File: src/sv/wav_header_stream_parser_unit_macros.svh
// Assertion macros for the WAV header stream parser.
// Included by the top level; depends on nothing else.
`ifndef WAV_HEADER_STREAM_PARSER_UNIT_MACROS_SVH
`define WAV_HEADER_STREAM_PARSER_UNIT_MACROS_SVH

// Same-cycle implication, checked on every rising edge out of reset.
`define WAVHP_ASSERT_NOW(label, clk, rst_n, ante, cons, msg) \
	label: assert property (@(posedge clk) disable iff (!rst_n) (ante) |-> (cons)) \
		else $error(msg);

// Next-cycle implication, checked on every rising edge out of reset.
`define WAVHP_ASSERT_NEXT(label, clk, rst_n, ante, cons, msg) \
	label: assert property (@(posedge clk) disable iff (!rst_n) (ante) |=> (cons)) \
		else $error(msg);

`endif

File: src/sv/wavhp_pkg.sv
// Types and constants for the WAV header stream parser.
// No dependencies; the parser modules and the testbench import this package.
package wavhp_pkg;

	localparam logic [31:0] TAG_RIFF = 32'h5249_4646;
	localparam logic [31:0] TAG_WAVE = 32'h5741_5645;
	localparam logic [31:0] TAG_FMT = 32'h666D_7420;
	localparam logic [31:0] TAG_DATA = 32'h6461_7461;
	localparam logic [31:0] FMT_MIN_LEN = 32'd16;

	localparam logic [3:0] ST_PARSING = 4'd0;
	localparam logic [3:0] ST_DATA_FOUND = 4'd1;
	localparam logic [3:0] ST_PAYLOAD = 4'd2;
	localparam logic [3:0] ST_PAYLOAD_LAST = 4'd3;
	localparam logic [3:0] ST_TRAILING = 4'd4;
	localparam logic [3:0] ST_BAD_RIFF = 4'd5;
	localparam logic [3:0] ST_BAD_FORMAT = 4'd6;
	localparam logic [3:0] ST_TRUNCATED = 4'd7;
	localparam logic [3:0] ST_DATA_BEFORE_FMT = 4'd8;

	typedef enum logic [3:0] {
		PH_RIFF_ID = 4'd0,
		PH_RIFF_LEN = 4'd1,
		PH_WAVE_ID = 4'd2,
		PH_CHUNK_ID = 4'd3,
		PH_CHUNK_LEN = 4'd4,
		PH_FMT_BODY = 4'd5,
		PH_SKIP = 4'd6,
		PH_PAYLOAD = 4'd7,
		PH_TRAILING = 4'd8,
		PH_ERR_RIFF = 4'd9,
		PH_ERR_FMT = 4'd10,
		PH_ERR_TRUNC = 4'd11,
		PH_ERR_ORDER = 4'd12
	} phase_t;

	typedef struct packed {
		phase_t phase;
		logic [3:0] fpos;
		logic [31:0] tag;
		logic [31:0] len;
		logic [31:0] skip;
		logic fmt_seen;
		logic [15:0] fmt_tag;
		logic [15:0] bits;
		logic [1:0] chans;
		logic [31:0] rate;
		logic [31:0] pay_rem;
		logic [31:0] pay_tot;
	} parse_state_t;

	localparam parse_state_t STATE_RESET = '{
		phase: PH_RIFF_ID,
		fpos: 4'd0,
		tag: 32'd0,
		len: 32'd0,
		skip: 32'd0,
		fmt_seen: 1'b0,
		fmt_tag: 16'd0,
		bits: 16'd0,
		chans: 2'd0,
		rate: 32'd0,
		pay_rem: 32'd0,
		pay_tot: 32'd0
	};

	typedef struct packed {
		logic [7:0] data_byte;
		logic first_byte;
		logic last_byte;
	} in_item_t;

	typedef struct packed {
		logic [3:0] status;
		logic [7:0] payload_byte;
		logic [1:0] num_channels;
		logic [31:0] sample_rate;
		logic wide_samples;
		logic [31:0] data_length;
	} result_t;

endpackage

File: src/sv/wavhp_if.sv
// Valid/ready channel interfaces for file bytes in and parse results out.
// Depends on nothing; used by the input stage and the top level.
interface wavhp_byte_if;
	logic valid;
	logic ready;
	logic [7:0] data_byte;
	logic first_byte;
	logic last_byte;

	modport source(output valid, data_byte, first_byte, last_byte, input ready);
	modport sink(input valid, data_byte, first_byte, last_byte, output ready);
endinterface

interface wavhp_result_if;
	logic valid;
	logic ready;
	logic [3:0] status;
	logic [7:0] payload_byte;
	logic [1:0] num_channels;
	logic [31:0] sample_rate;
	logic wide_samples;
	logic [31:0] data_length;

	modport source(output valid, status, payload_byte, num_channels, sample_rate,
		wide_samples, data_length, input ready);
	modport sink(input valid, status, payload_byte, num_channels, sample_rate,
		wide_samples, data_length, output ready);
endinterface

File: src/sv/wavhp_in_reg.sv
// Input register stage: captures one file byte per request.
// Depends on wavhp_pkg and wavhp_byte_if.
module wavhp_in_reg
	import wavhp_pkg::*;
(
	input logic clk,
	input logic arst_n,
	wavhp_byte_if.sink stream,
	input logic advance,
	output logic valid_s1,
	output in_item_t item_s1
);

	logic take;

	assign stream.ready = !valid_s1 || advance;
	assign take = stream.valid && stream.ready;

	always_ff @(posedge clk or negedge arst_n) begin
		if (!arst_n) begin
			valid_s1 <= 1'b0;
		end else if (stream.ready) begin
			valid_s1 <= stream.valid;
		end
	end

	always_ff @(posedge clk) begin
		if (take) begin
			item_s1 <= '{data_byte: stream.data_byte, first_byte: stream.first_byte,
				last_byte: stream.last_byte};
		end
	end

endmodule

File: src/sv/wavhp_step.sv
// Per-byte parse logic: next parser state and the result for one byte.
// Depends on wavhp_pkg.
module wavhp_step
	import wavhp_pkg::*;
(
	input parse_state_t cur,
	input in_item_t item,
	output parse_state_t nxt,
	output result_t res
);

	always_comb begin
		parse_state_t st;
		logic [3:0] fpos_inc;
		logic fdone;
		logic [31:0] tag_sh;
		logic [31:0] len_sh;
		logic [31:0] skip_dec;
		logic [31:0] pay_dec;
		logic [3:0] status;
		logic [7:0] pay;

		// A first byte restarts the parser before the byte itself is parsed.
		st = item.first_byte ? STATE_RESET : cur;
		fpos_inc = st.fpos + 4'd1;
		fdone = (fpos_inc >= 4'd4);
		tag_sh = {st.tag[23:0], item.data_byte};
		len_sh = {item.data_byte, st.len[31:8]};
		skip_dec = st.skip - 32'd1;
		pay_dec = st.pay_rem - 32'd1;
		nxt = st;
		status = ST_PARSING;
		pay = 8'd0;

		unique case (st.phase)
			PH_RIFF_ID, PH_WAVE_ID, PH_CHUNK_ID: begin
				nxt.tag = tag_sh;
				nxt.fpos = fdone ? 4'd0 : fpos_inc;
				if (fdone) begin
					if (st.phase == PH_RIFF_ID) begin
						nxt.phase = (tag_sh == TAG_RIFF) ? PH_RIFF_LEN : PH_ERR_RIFF;
					end else if (st.phase == PH_WAVE_ID) begin
						nxt.phase = (tag_sh == TAG_WAVE) ? PH_CHUNK_ID : PH_ERR_RIFF;
					end else begin
						nxt.phase = PH_CHUNK_LEN;
					end
				end
			end
			PH_RIFF_LEN: begin
				nxt.len = len_sh;
				nxt.fpos = fdone ? 4'd0 : fpos_inc;
				if (fdone) begin
					nxt.phase = (len_sh != 32'd0) ? PH_WAVE_ID : PH_ERR_RIFF;
				end
			end
			PH_CHUNK_LEN: begin
				nxt.len = len_sh;
				nxt.fpos = fdone ? 4'd0 : fpos_inc;
				if (fdone) begin
					if (st.tag == TAG_DATA) begin
						if (!st.fmt_seen) begin
							nxt.phase = PH_ERR_ORDER;
						end else begin
							nxt.pay_tot = len_sh;
							nxt.pay_rem = len_sh;
							status = ST_DATA_FOUND;
							nxt.phase = (len_sh == 32'd0) ? PH_TRAILING : PH_PAYLOAD;
						end
					end else if (st.tag == TAG_FMT && len_sh >= FMT_MIN_LEN
						&& !st.fmt_seen) begin
						nxt.skip = len_sh - FMT_MIN_LEN;
						nxt.phase = PH_FMT_BODY;
					end else begin
						nxt.skip = len_sh;
						nxt.phase = (len_sh == 32'd0) ? PH_CHUNK_ID : PH_SKIP;
					end
				end
			end
			PH_FMT_BODY: begin
				// The channel count is gathered in the low half of the tag register.
				if (st.fpos == 4'd0) begin
					nxt.fmt_tag = {8'd0, item.data_byte};
				end else if (st.fpos == 4'd1) begin
					nxt.fmt_tag = {item.data_byte, st.fmt_tag[7:0]};
				end else if (st.fpos == 4'd2) begin
					nxt.tag = {24'd0, item.data_byte};
				end else if (st.fpos == 4'd3) begin
					nxt.tag = {st.tag[31:16], item.data_byte, st.tag[7:0]};
				end else if (st.fpos <= 4'd7) begin
					nxt.rate = {item.data_byte, st.rate[31:8]};
				end else if (st.fpos == 4'd14) begin
					nxt.bits = {8'd0, item.data_byte};
				end else if (st.fpos == 4'd15) begin
					nxt.bits = {item.data_byte, st.bits[7:0]};
				end
				if (st.fpos == 4'd15) begin
					nxt.fpos = 4'd0;
					if (nxt.fmt_tag != 16'd1 || nxt.tag > 32'd2
						|| (nxt.bits != 16'd8 && nxt.bits != 16'd16)) begin
						nxt.phase = PH_ERR_FMT;
					end else begin
						nxt.chans = nxt.tag[1:0];
						nxt.fmt_seen = 1'b1;
						nxt.phase = (st.skip == 32'd0) ? PH_CHUNK_ID : PH_SKIP;
					end
				end else begin
					nxt.fpos = fpos_inc;
				end
			end
			PH_SKIP: begin
				nxt.skip = skip_dec;
				if (skip_dec == 32'd0) begin
					nxt.phase = PH_CHUNK_ID;
				end
			end
			PH_PAYLOAD: begin
				pay = item.data_byte;
				nxt.pay_rem = pay_dec;
				if (pay_dec == 32'd0 || item.last_byte) begin
					status = ST_PAYLOAD_LAST;
					nxt.phase = PH_TRAILING;
				end else begin
					status = ST_PAYLOAD;
				end
			end
			PH_TRAILING: begin
				status = ST_TRAILING;
			end
			PH_ERR_RIFF, PH_ERR_FMT, PH_ERR_TRUNC, PH_ERR_ORDER: begin
				nxt.phase = st.phase;
			end
			default: begin
				nxt.phase = PH_ERR_TRUNC;
			end
		endcase

		// The file ended before the payload was reached.
		if (item.last_byte && nxt.phase <= PH_SKIP) begin
			nxt.phase = PH_ERR_TRUNC;
		end

		unique case (nxt.phase)
			PH_ERR_RIFF: status = ST_BAD_RIFF;
			PH_ERR_FMT: status = ST_BAD_FORMAT;
			PH_ERR_TRUNC: status = ST_TRUNCATED;
			PH_ERR_ORDER: status = ST_DATA_BEFORE_FMT;
			default: status = status;
		endcase

		res.status = status;
		res.payload_byte = pay;
		res.num_channels = nxt.fmt_seen ? nxt.chans : 2'd0;
		res.sample_rate = nxt.fmt_seen ? nxt.rate : 32'd0;
		res.wide_samples = nxt.fmt_seen && (nxt.bits == 16'd16);
		res.data_length = nxt.pay_tot;
	end

endmodule

File: src/sv/wav_header_stream_parser_unit.sv
// WAV header stream parser, one file byte per request in and one result per byte out.
// The input stage registers each byte and the step logic updates the parser state
// while the result lands in an output register. A new byte is taken every clock
// cycle while results drain; each byte passes the input register and then the output
// register on its way to its result, and the rate of one byte per cycle is set by the
// parser state register, which closes its update loop through the step logic. There is
// no clearing pass after reset. Depends on wavhp_pkg, the channel interfaces,
// wavhp_in_reg, wavhp_step and the assertion macro header.
`include "wav_header_stream_parser_unit_macros.svh"

module wav_header_stream_parser_unit
	import wavhp_pkg::*;
(
	input logic clk,
	input logic arst_n,
	wavhp_byte_if.sink stream,
	wavhp_result_if.source report
);

	logic advance;
	logic valid_s1;
	in_item_t item_s1;
	parse_state_t state_q;
	parse_state_t state_nxt;
	result_t res_nxt;
	logic valid_s2;
	result_t res_s2;

	assign advance = !valid_s2 || report.ready;

	wavhp_in_reg u_in_reg (
		.clk(clk),
		.arst_n(arst_n),
		.stream(stream),
		.advance(advance),
		.valid_s1(valid_s1),
		.item_s1(item_s1)
	);

	wavhp_step u_step (
		.cur(state_q),
		.item(item_s1),
		.nxt(state_nxt),
		.res(res_nxt)
	);

	always_ff @(posedge clk or negedge arst_n) begin
		if (!arst_n) begin
			state_q <= STATE_RESET;
			valid_s2 <= 1'b0;
		end else if (advance) begin
			valid_s2 <= valid_s1;
			if (valid_s1) begin
				state_q <= state_nxt;
			end
		end
	end

	always_ff @(posedge clk) begin
		if (advance && valid_s1) begin
			res_s2 <= res_nxt;
		end
	end

	assign report.valid = valid_s2;
	assign report.status = res_s2.status;
	assign report.payload_byte = res_s2.payload_byte;
	assign report.num_channels = res_s2.num_channels;
	assign report.sample_rate = res_s2.sample_rate;
	assign report.wide_samples = res_s2.wide_samples;
	assign report.data_length = res_s2.data_length;

	`WAVHP_ASSERT_NOW(a_payload_only_in_payload, clk, arst_n, valid_s2 && !(res_s2.status == ST_PAYLOAD || res_s2.status == ST_PAYLOAD_LAST), res_s2.payload_byte == 8'd0, "payload byte nonzero outside the payload")
	`WAVHP_ASSERT_NOW(a_payload_needs_format, clk, arst_n, state_q.phase == PH_PAYLOAD || state_q.phase == PH_TRAILING, state_q.fmt_seen, "payload reached without an accepted format")
	`WAVHP_ASSERT_NOW(a_status_in_range, clk, arst_n, valid_s2, res_s2.status <= ST_DATA_BEFORE_FMT, "status code out of range")
	`WAVHP_ASSERT_NEXT(a_stalled_byte_held, clk, arst_n, valid_s1 && !advance, valid_s1 && $stable(item_s1) && $stable(state_q), "stalled byte or parser state changed")

endmodule

File: src/flat_wrapper.sv
// flat-port wrapper written by rule: the top's interface ports become plain ports
module wav_header_stream_parser_unit_flat import wavhp_pkg::*;
  (clk, arst_n, stream_valid, stream_data_byte, stream_first_byte, stream_last_byte, stream_ready, report_valid, report_status, report_payload_byte, report_num_channels, report_sample_rate, report_wide_samples, report_data_length, report_ready);
  wavhp_byte_if stream_i ();
  wavhp_result_if report_i ();
  input logic clk;
  input logic arst_n;
  input wire logic [$bits(stream_i.valid)-1:0] stream_valid;
  input wire logic [$bits(stream_i.data_byte)-1:0] stream_data_byte;
  input wire logic [$bits(stream_i.first_byte)-1:0] stream_first_byte;
  input wire logic [$bits(stream_i.last_byte)-1:0] stream_last_byte;
  output wire logic [$bits(stream_i.ready)-1:0] stream_ready;
  output wire logic [$bits(report_i.valid)-1:0] report_valid;
  output wire logic [$bits(report_i.status)-1:0] report_status;
  output wire logic [$bits(report_i.payload_byte)-1:0] report_payload_byte;
  output wire logic [$bits(report_i.num_channels)-1:0] report_num_channels;
  output wire logic [$bits(report_i.sample_rate)-1:0] report_sample_rate;
  output wire logic [$bits(report_i.wide_samples)-1:0] report_wide_samples;
  output wire logic [$bits(report_i.data_length)-1:0] report_data_length;
  input wire logic [$bits(report_i.ready)-1:0] report_ready;
  assign stream_i.valid = stream_valid;
  assign stream_i.data_byte = stream_data_byte;
  assign stream_i.first_byte = stream_first_byte;
  assign stream_i.last_byte = stream_last_byte;
  assign stream_ready = stream_i.ready;
  assign report_valid = report_i.valid;
  assign report_status = report_i.status;
  assign report_payload_byte = report_i.payload_byte;
  assign report_num_channels = report_i.num_channels;
  assign report_sample_rate = report_i.sample_rate;
  assign report_wide_samples = report_i.wide_samples;
  assign report_data_length = report_i.data_length;
  assign report_i.ready = report_ready;
  wav_header_stream_parser_unit u_core (.clk(clk), .arst_n(arst_n), .stream(stream_i), .report(report_i));
endmodule
File: config.mk
export PLATFORM = sky130hd
export DESIGN_NAME = wav_header_stream_parser_unit_flat
export DESIGN_NICKNAME = d
export VERILOG_FILES = /design/src/sv/wavhp_pkg.sv /design/src/sv/wavhp_if.sv /design/src/sv/wavhp_in_reg.sv /design/src/sv/wavhp_step.sv /design/src/sv/wav_header_stream_parser_unit.sv /design/src/flat_wrapper.sv
export VERILOG_INCLUDE_DIRS = /design/src /design/src/sv
export SDC_FILE = /design/constraint.sdc
export NUM_CORES = 1
export LEC_CHECK = 0
export ABC_CLOCK_PERIOD_IN_PS = 8800
export BUFFER_PORTS_ARGS = -buffer_cell sky130_fd_sc_hd__buf_2
export CAP_MARGIN = 0
export CORE_AREA = 2 2 177 179
export DETAILED_ROUTE_END_ITERATION = 12
export DIE_AREA = 0 0 179 181
export PLACE_DENSITY = 0.95
export SLEW_MARGIN = 40
export SYNTH_ARGS = -nofsm -noshare
export SYNTH_HDL_FRONTEND = slang
export SYNTH_HIERARCHICAL = 1
export SYNTH_SLANG_ARGS = --single-unit
File: constraint.sdc
create_clock -name clk -period 8.8 [get_ports clk]
set_clock_uncertainty 0.15 [all_clocks]
set_input_delay 0.44 -clock clk [delete_from_list [all_inputs] [get_ports clk]]
set_output_delay 0.44 -clock clk [all_outputs]
set_load 0.01 [all_outputs]
==> results.sh, run 1 <==
export IMPL_wl_met3_mm=6.43
export IMPL_root_buffer="clkbuf_16"
export IMPL_synth_cells=2175
export IMPL_rows=64
export IMPL_dpl_hpwl_mm=37.8
export IMPL_min_from="report_ready"
export IMPL_seqPwrFrac=0.436
export IMPL_cts_buffer_depth=3
export IMPL_tightest_slew_ns=0.855
export IMPL_whs_path_depth=3
export IMPL_grt_pass1_vias=17300
export IMPL_outcome="complete, no violations"
export IMPL_avgSynthCellArea_um2=9.26
export IMPL_dp_worst_setup_slack_ns=3.03
export IMPL_setup_violations=0
export IMPL_r2r_slack_ns=2.80
export IMPL_grt_max_degree=162
export IMPL_first_iter_violations=3102
export IMPL_internal_power_mw=2.76
export IMPL_netSwitchingPower_mw=1.21
export IMPL_wirelength_mm=60.5
export IMPL_die_w_um=179
export IMPL_powerDensity_nw_per_um2=182
export IMPL_max_slew_margin=0.425
export IMPL_slew_violations=0
export IMPL_antenna_found_initial=0
export IMPL_netlist_area_um2=20100
export IMPL_clk_latency_ns=0.53
export IMPL_worstPathMaxFanout=47
export IMPL_dieArea_um2=32400
export IMPL_hold_viol=0
export IMPL_min_to="u_core/report.valid$_DFFE_PN0P_"
export IMPL_cts_resized=0
export IMPL_top_layer="met4"
export IMPL_r2r_cells=14
export IMPL_grt_pass1_wl_mm=94.8
export IMPL_rr_endpoint="u_core/report.status[2]$_DFFE_PP_"
export IMPL_crit_type="flip-flop to flip-flop"
export IMPL_worst_slack_ns=2.80
export IMPL_max_freq_mhz=167
export IMPL_drc=0
export IMPL_period_minus_slack_ns=6.00
export IMPL_p_leak_nw=9.50
export IMPL_worstPathArrival_ns=6.12
export IMPL_p_comb_frac=0.184
export IMPL_reg2reg_from="u_core/u_in_reg/item_s1[1]$_DFFE_PP_"
export IMPL_drive_gt1_frac=0.208
export IMPL_synth_nets=2196
export IMPL_cap_viol_max_count=0
export IMPL_drt_pass1_iter_count=7
export IMPL_cp_start_kind="flip-flop"
export IMPL_ant_nets=0
export IMPL_diodes=0
export IMPL_io_buffer_count=94
export IMPL_fin_crit_sh=0.682
export IMPL_cts_buffers=35
export IMPL_grtUsageTotal=0.369
export IMPL_fin_util=0.719
export IMPL_setup_tns_ns=0
export IMPL_dr_wl_met2_mm=28.0
export IMPL_die_y_um=181
export IMPL_cts_tree="yes"
export IMPL_end_kind="flip-flop"
export IMPL_cp_required_ns=8.92
export IMPL_core_um2=30300
export IMPL_clkSinkCount=318
export IMPL_ios=95
export IMPL_area_delta_synth_final_pct=8.30
export IMPL_avgViaCountPerCell=7.12
export IMPL_via_count=18300
export IMPL_clockPowerShare=0.380
export IMPL_h_tree_depth=2
export IMPL_routabilityCongestion=0.989
export IMPL_initial_utilization=0.664
export IMPL_final_common_cell="nand2_1"
export IMPL_wirelength_met1_mm=23.4
export IMPL_nets=2165
export IMPL_hp_class="input port to flip-flop"
export IMPL_post_drt_wl_per_cell_um=23.6
export IMPL_rsz0062_at_grt="false"
export IMPL_overflow=0
export IMPL_yosysWarnings=6
export IMPL_setup_worst_path_start="u_core/u_in_reg/item_s1[1]$_DFFE_PP_"
export IMPL_filler_cell_count=2152
export IMPL_peakVddDrop_mv=0.182
export IMPL_clk_pin_slew_ns=0.06
export IMPL_layout_common_cells="nand2_1 (301), dfrtp_1 (229), mux2_2 (195)"
export IMPL_switching_share=0.305
-- worst max-delay path by stage --
stage	endpoint	slack (ns)	cells after the start
finish	u_core/report.status[2]$_DFFE_PP_	2.80	14
detailed placement	u_core/report.status[2]$_DFFE_PP_	3.03	14
global placement	u_core/report.status[2]$_DFFE_PP_	3.11	14
CTS	u_core/report.status[2]$_DFFE_PP_	2.97	14
floorplan	u_core/state_q[234]$_DFFE_PN0P_	3.19	23
global route	u_core/report.status[2]$_DFFE_PP_	2.45	14
-- worst max-delay path, stage by stage (launching register included) --
cell and delay, ns:
edfxtp_1 0.32, buf_4 0.38, clkinv_2 0.74, nand2_1 0.41, ha_1 0.55, or4b_1 0.53
o31a_1 0.27, nor4_2 0.23, nand4_1 0.11, or4_4 0.57, nor4b_4 0.39, o21ai_0 0.23
and2_1 0.27, a2111oi_0 0.47, nor3_1 0.10
-- final cells by class --
type / count / area [µm²] / area share
Clock buffer: 43 / 936 / 0.0429
Clock inverter: 19 / 234 / 0.0107
Inverter: 26 / 98.8 / 0.00453
Multi-Input combinational cell: 1626 / 10700 / 0.491
Sequential cell: 318 / 8400 / 0.385
Tap cell: 396 / 495 / 0.0227
Timing Repair Buffer: 137 / 923 / 0.0423
-- sequential cells by signal, indices dropped and copies added, names as in the netlist --
signal and cells:
u_core/state_q 227, u_core/report.data_length 32, u_core/report.sample_rate 32, u_core/u_in_reg/item_s1 10, u_core/report.payload_byte 8, u_core/report.status 4, u_core/report.num_channels 2, u_core/report.valid 1
u_core/report.wide_samples 1, u_core/u_in_reg/valid_s1 1
-- power by group through the flow --
stage,logic [mW],registers [mW],clock network [mW]
after floorplan,0.526,1.70,0
final,0.731,1.73,1.51
after CTS,0.705,1.73,1.52
after global routing,0.778,1.74,1.58
after global placement,0.679,1.75,0
after detailed placement,0.694,1.75,0
-- repair_timing --
item	in CTS	in global routing
buffers inserted	0	0
endpoints found under the setup margin	0	0
hold buffers	12	0
endpoints found under the hold margin	107	0
-- stage by stage --
step                cells  instance area, µm²  power (mW)  hold slack, ns
floorplan            2175               20100        2.22        -0.00559
detailed placement   2488               20400        2.45           0.348
global placement     2487               20400        2.43           0.339
global route         2565               21800        4.10          0.0510
finish               2565               21800        3.97          0.0390
CTS                  2562               21700        3.95          0.0320
-- per-layer routing --
| metal | track usage | up-vias |
|---|---|---|
| met5 | 0 | - |
| met4 | 0.154 | 0 |
| met3 | 0.0646 | 255 |
| met2 | 0.579 | 1254 |
| met1 | 0.506 | 8801 |
| li1 | - | 7940 |
(Power assumes the default switching activity.)
==> run 2: changes to the inputs <==
ABC_AREA = 1   (was default)
ABC_CLOCK_PERIOD_IN_PS = 5200   (was 8800)
CORE_AREA = 2 2 202 204   (was 2 2 177 179)
DIE_AREA = 0 0 204 206   (was 0 0 179 181)
PLACE_DENSITY = 0.88   (was 0.95)
clock period = 5.2 ns   (was 8.8 ns; I/O delays follow)
==> run 2 against run 1 <==
Global-route usage decreased by 4.2 points. Core utilization is 12 points lower. Routed wire length up 15%. Non-clock buffer count grew 4. Synthesized cell count rose by 53%. Via count up 26%. First-iteration DRC count down 2.1%. Design area increased by 9.5%. Critical path type unchanged. Critical endpoint is now u_core/state_q[57]$_DFFE_PN0P_. Highest routed layer unchanged.
==> results.sh, run 2 <==
export IMPL_grtUsageTotal=0.327
export IMPL_grt_pass1_wl_mm=110
export IMPL_rows=74
export IMPL_clk_pin_slew_ns=0.06
export IMPL_nets=3308
export IMPL_grt_pass1_vias=20600
export IMPL_cap_viol_max_count=0
export IMPL_die_y_um=206
export IMPL_diodes=0
export IMPL_drt_pass1_iter_count=6
export IMPL_design_area_um2=23900
export IMPL_die_w_um=204
export IMPL_instances_no_fill=3847
export IMPL_p_leak_nw=12.6
export IMPL_final_common_cell="nand2_1"
export IMPL_grt_max_degree=116
export IMPL_setup_violations=0
export IMPL_multi_input_area_um2=11500
export IMPL_max_freq_mhz=233
export IMPL_io_buffer_count=94
export IMPL_worstPathMaxFanout=89
export IMPL_initial_utilization=0.552
export IMPL_root_buffer="clkbuf_16"
export IMPL_dieArea_um2=42000
export IMPL_avgSynthCellArea_um2=6.67
export IMPL_netlist_area_um2=22200
export IMPL_placedCellCount=3766
export IMPL_clk_latency_ns=0.57
export IMPL_fin_crit_sh=0.824
export IMPL_ant_nets=0
export IMPL_wirelength_mm=69.6
export IMPL_max_slew_margin=0.379
export IMPL_hold_viol=0
export IMPL_worst_slack_ns=0.915
export IMPL_core_um2=40200
export IMPL_whs_ns=0.264
export IMPL_first_iter_violations=3038
export IMPL_dp_worst_setup_slack_ns=1.09
export IMPL_cts_buffers=37
export IMPL_rsz0062_at_grt="false"
export IMPL_crit_type="flip-flop to flip-flop"
export IMPL_period_minus_slack_ns=4.28
export IMPL_ff_latch_area_um2=8410
export IMPL_layout_common_cells="nand2_1 (1,208), nand3_1 (431), nor2_1 (285)"
export IMPL_area_delta_synth_final_pct=7.60
export IMPL_slew_violations=0
export IMPL_cts_buffer_depth=3
export IMPL_peakVddDrop_mv=0.336
export IMPL_powerDensity_nw_per_um2=304
export IMPL_drive_gt1_frac=0.0839
export IMPL_tightest_slew_ns=0.930
export IMPL_yosysWarnings=6
export IMPL_cp_required_ns=5.49
export IMPL_drc=0
export IMPL_post_drt_wl_per_cell_um=18.1
export IMPL_cp_start_kind="flip-flop"
export IMPL_antenna_found_initial=0
export IMPL_dpl_cell_area_um2=22500
export IMPL_end_kind="flip-flop"
export IMPL_dpl_hpwl_mm=47.0
export IMPL_via_count=23000
export IMPL_setup_tns_ns=0
export IMPL_cts_tree="yes"
export IMPL_avgViaCountPerCell=5.98
export IMPL_ios=95
export IMPL_synth_nets=3348
export IMPL_h_tree_depth=2
export IMPL_hp_class="input port to flip-flop"
export IMPL_cts_resized=0
export IMPL_outcome="complete, no violations"
export IMPL_worstPathArrival_ns=4.58
export IMPL_overflow=0
export IMPL_largest_reg_flops=227
export IMPL_clkSinkCount=318
export IMPL_largest_register="u_core/state_q"
export IMPL_filler_cell_count=3756
export IMPL_routabilityCongestion=1.03
export IMPL_synth_cells=3327
## run 2: area by class of cell
class / instances / area share
flip-flops and latches: 318 / 0.352
clock buffers: 50 / 0.0426
clock inverters: 17 / 0.00875
repair buffers: 141 / 0.0395
multi-input cells: 2499 / 0.483
well taps: 532 / 0.0279
inverters: 290 / 0.0460
## run 2: where the power goes
| group | internal [mW] | switching (mW) | total [mW] |
|---|---|---|---|
| clock network | 1.58 | 1.09 | 2.67 |
| registers | 2.75 | 0.142 | 2.89 |
| logic | 0.428 | 1.26 | 1.69 |
| total | 4.76 | 2.50 | 7.25 |
## run 2: final timing paths
path / start / end / slack [ns] / cells past startpoint
worst min-delay path: stream_data_byte[5] / u_core/u_in_reg/item_s1[7]$_DFFE_PP_ / 0.26 / 2
worst min register to register: u_core/state_q[197]$_DFFE_PN0P_ / u_core/state_q[197]$_DFFE_PN0P_ / 0.32 / 2
worst max-delay path: u_core/u_in_reg/item_s1[1]$_DFFE_PP_ / u_core/state_q[57]$_DFFE_PN0P_ / 0.92 / 12
max in group asynchronous: arst_n / u_core/state_q[213]$_DFFE_PN0P_ / 3.38 / 5
min in group asynchronous: arst_n / u_core/state_q[26]$_DFFE_PN0P_ / 0.51 / 3
worst max register to register: u_core/u_in_reg/item_s1[1]$_DFFE_PP_ / u_core/state_q[57]$_DFFE_PN0P_ / 0.92 / 12
## run 2: metrics by stage
stage,util,power [mW]
2_1_floorplan,-,4.04
3_3_place_gp,0.559,4.53
3_5_place_dp,0.560,4.55
4_1_cts,0.593,7.22
5_1_grt,0.594,7.54
6_report,0.594,7.25
## run 2: repair_timing
item                                   4_1_cts  5_1_grt
hold buffers                                12        1
setup buffers                                0        0
endpoints found under the hold margin      103        1
## run 2: routing by layer
layer  track usage  wire length [µm]
met5             0                 0
met2         0.490             30200
met1         0.452             27800
met3        0.0591              7640
met4         0.172              3950
## run 2: critical path, cell delays in order, from the launching register on
cell	delay (ns)
edfxtp_1	0.55
inv_8	0.44
nand2_1	0.21
nor2_1	0.26
nand3_1	0.10
nor2_1	0.15
nand3_1	0.41
inv_1	0.30
nand4_4	0.28
nand2_1	0.76
o221ai_1	0.25
nand3_1	0.14
nand2_1	0.07
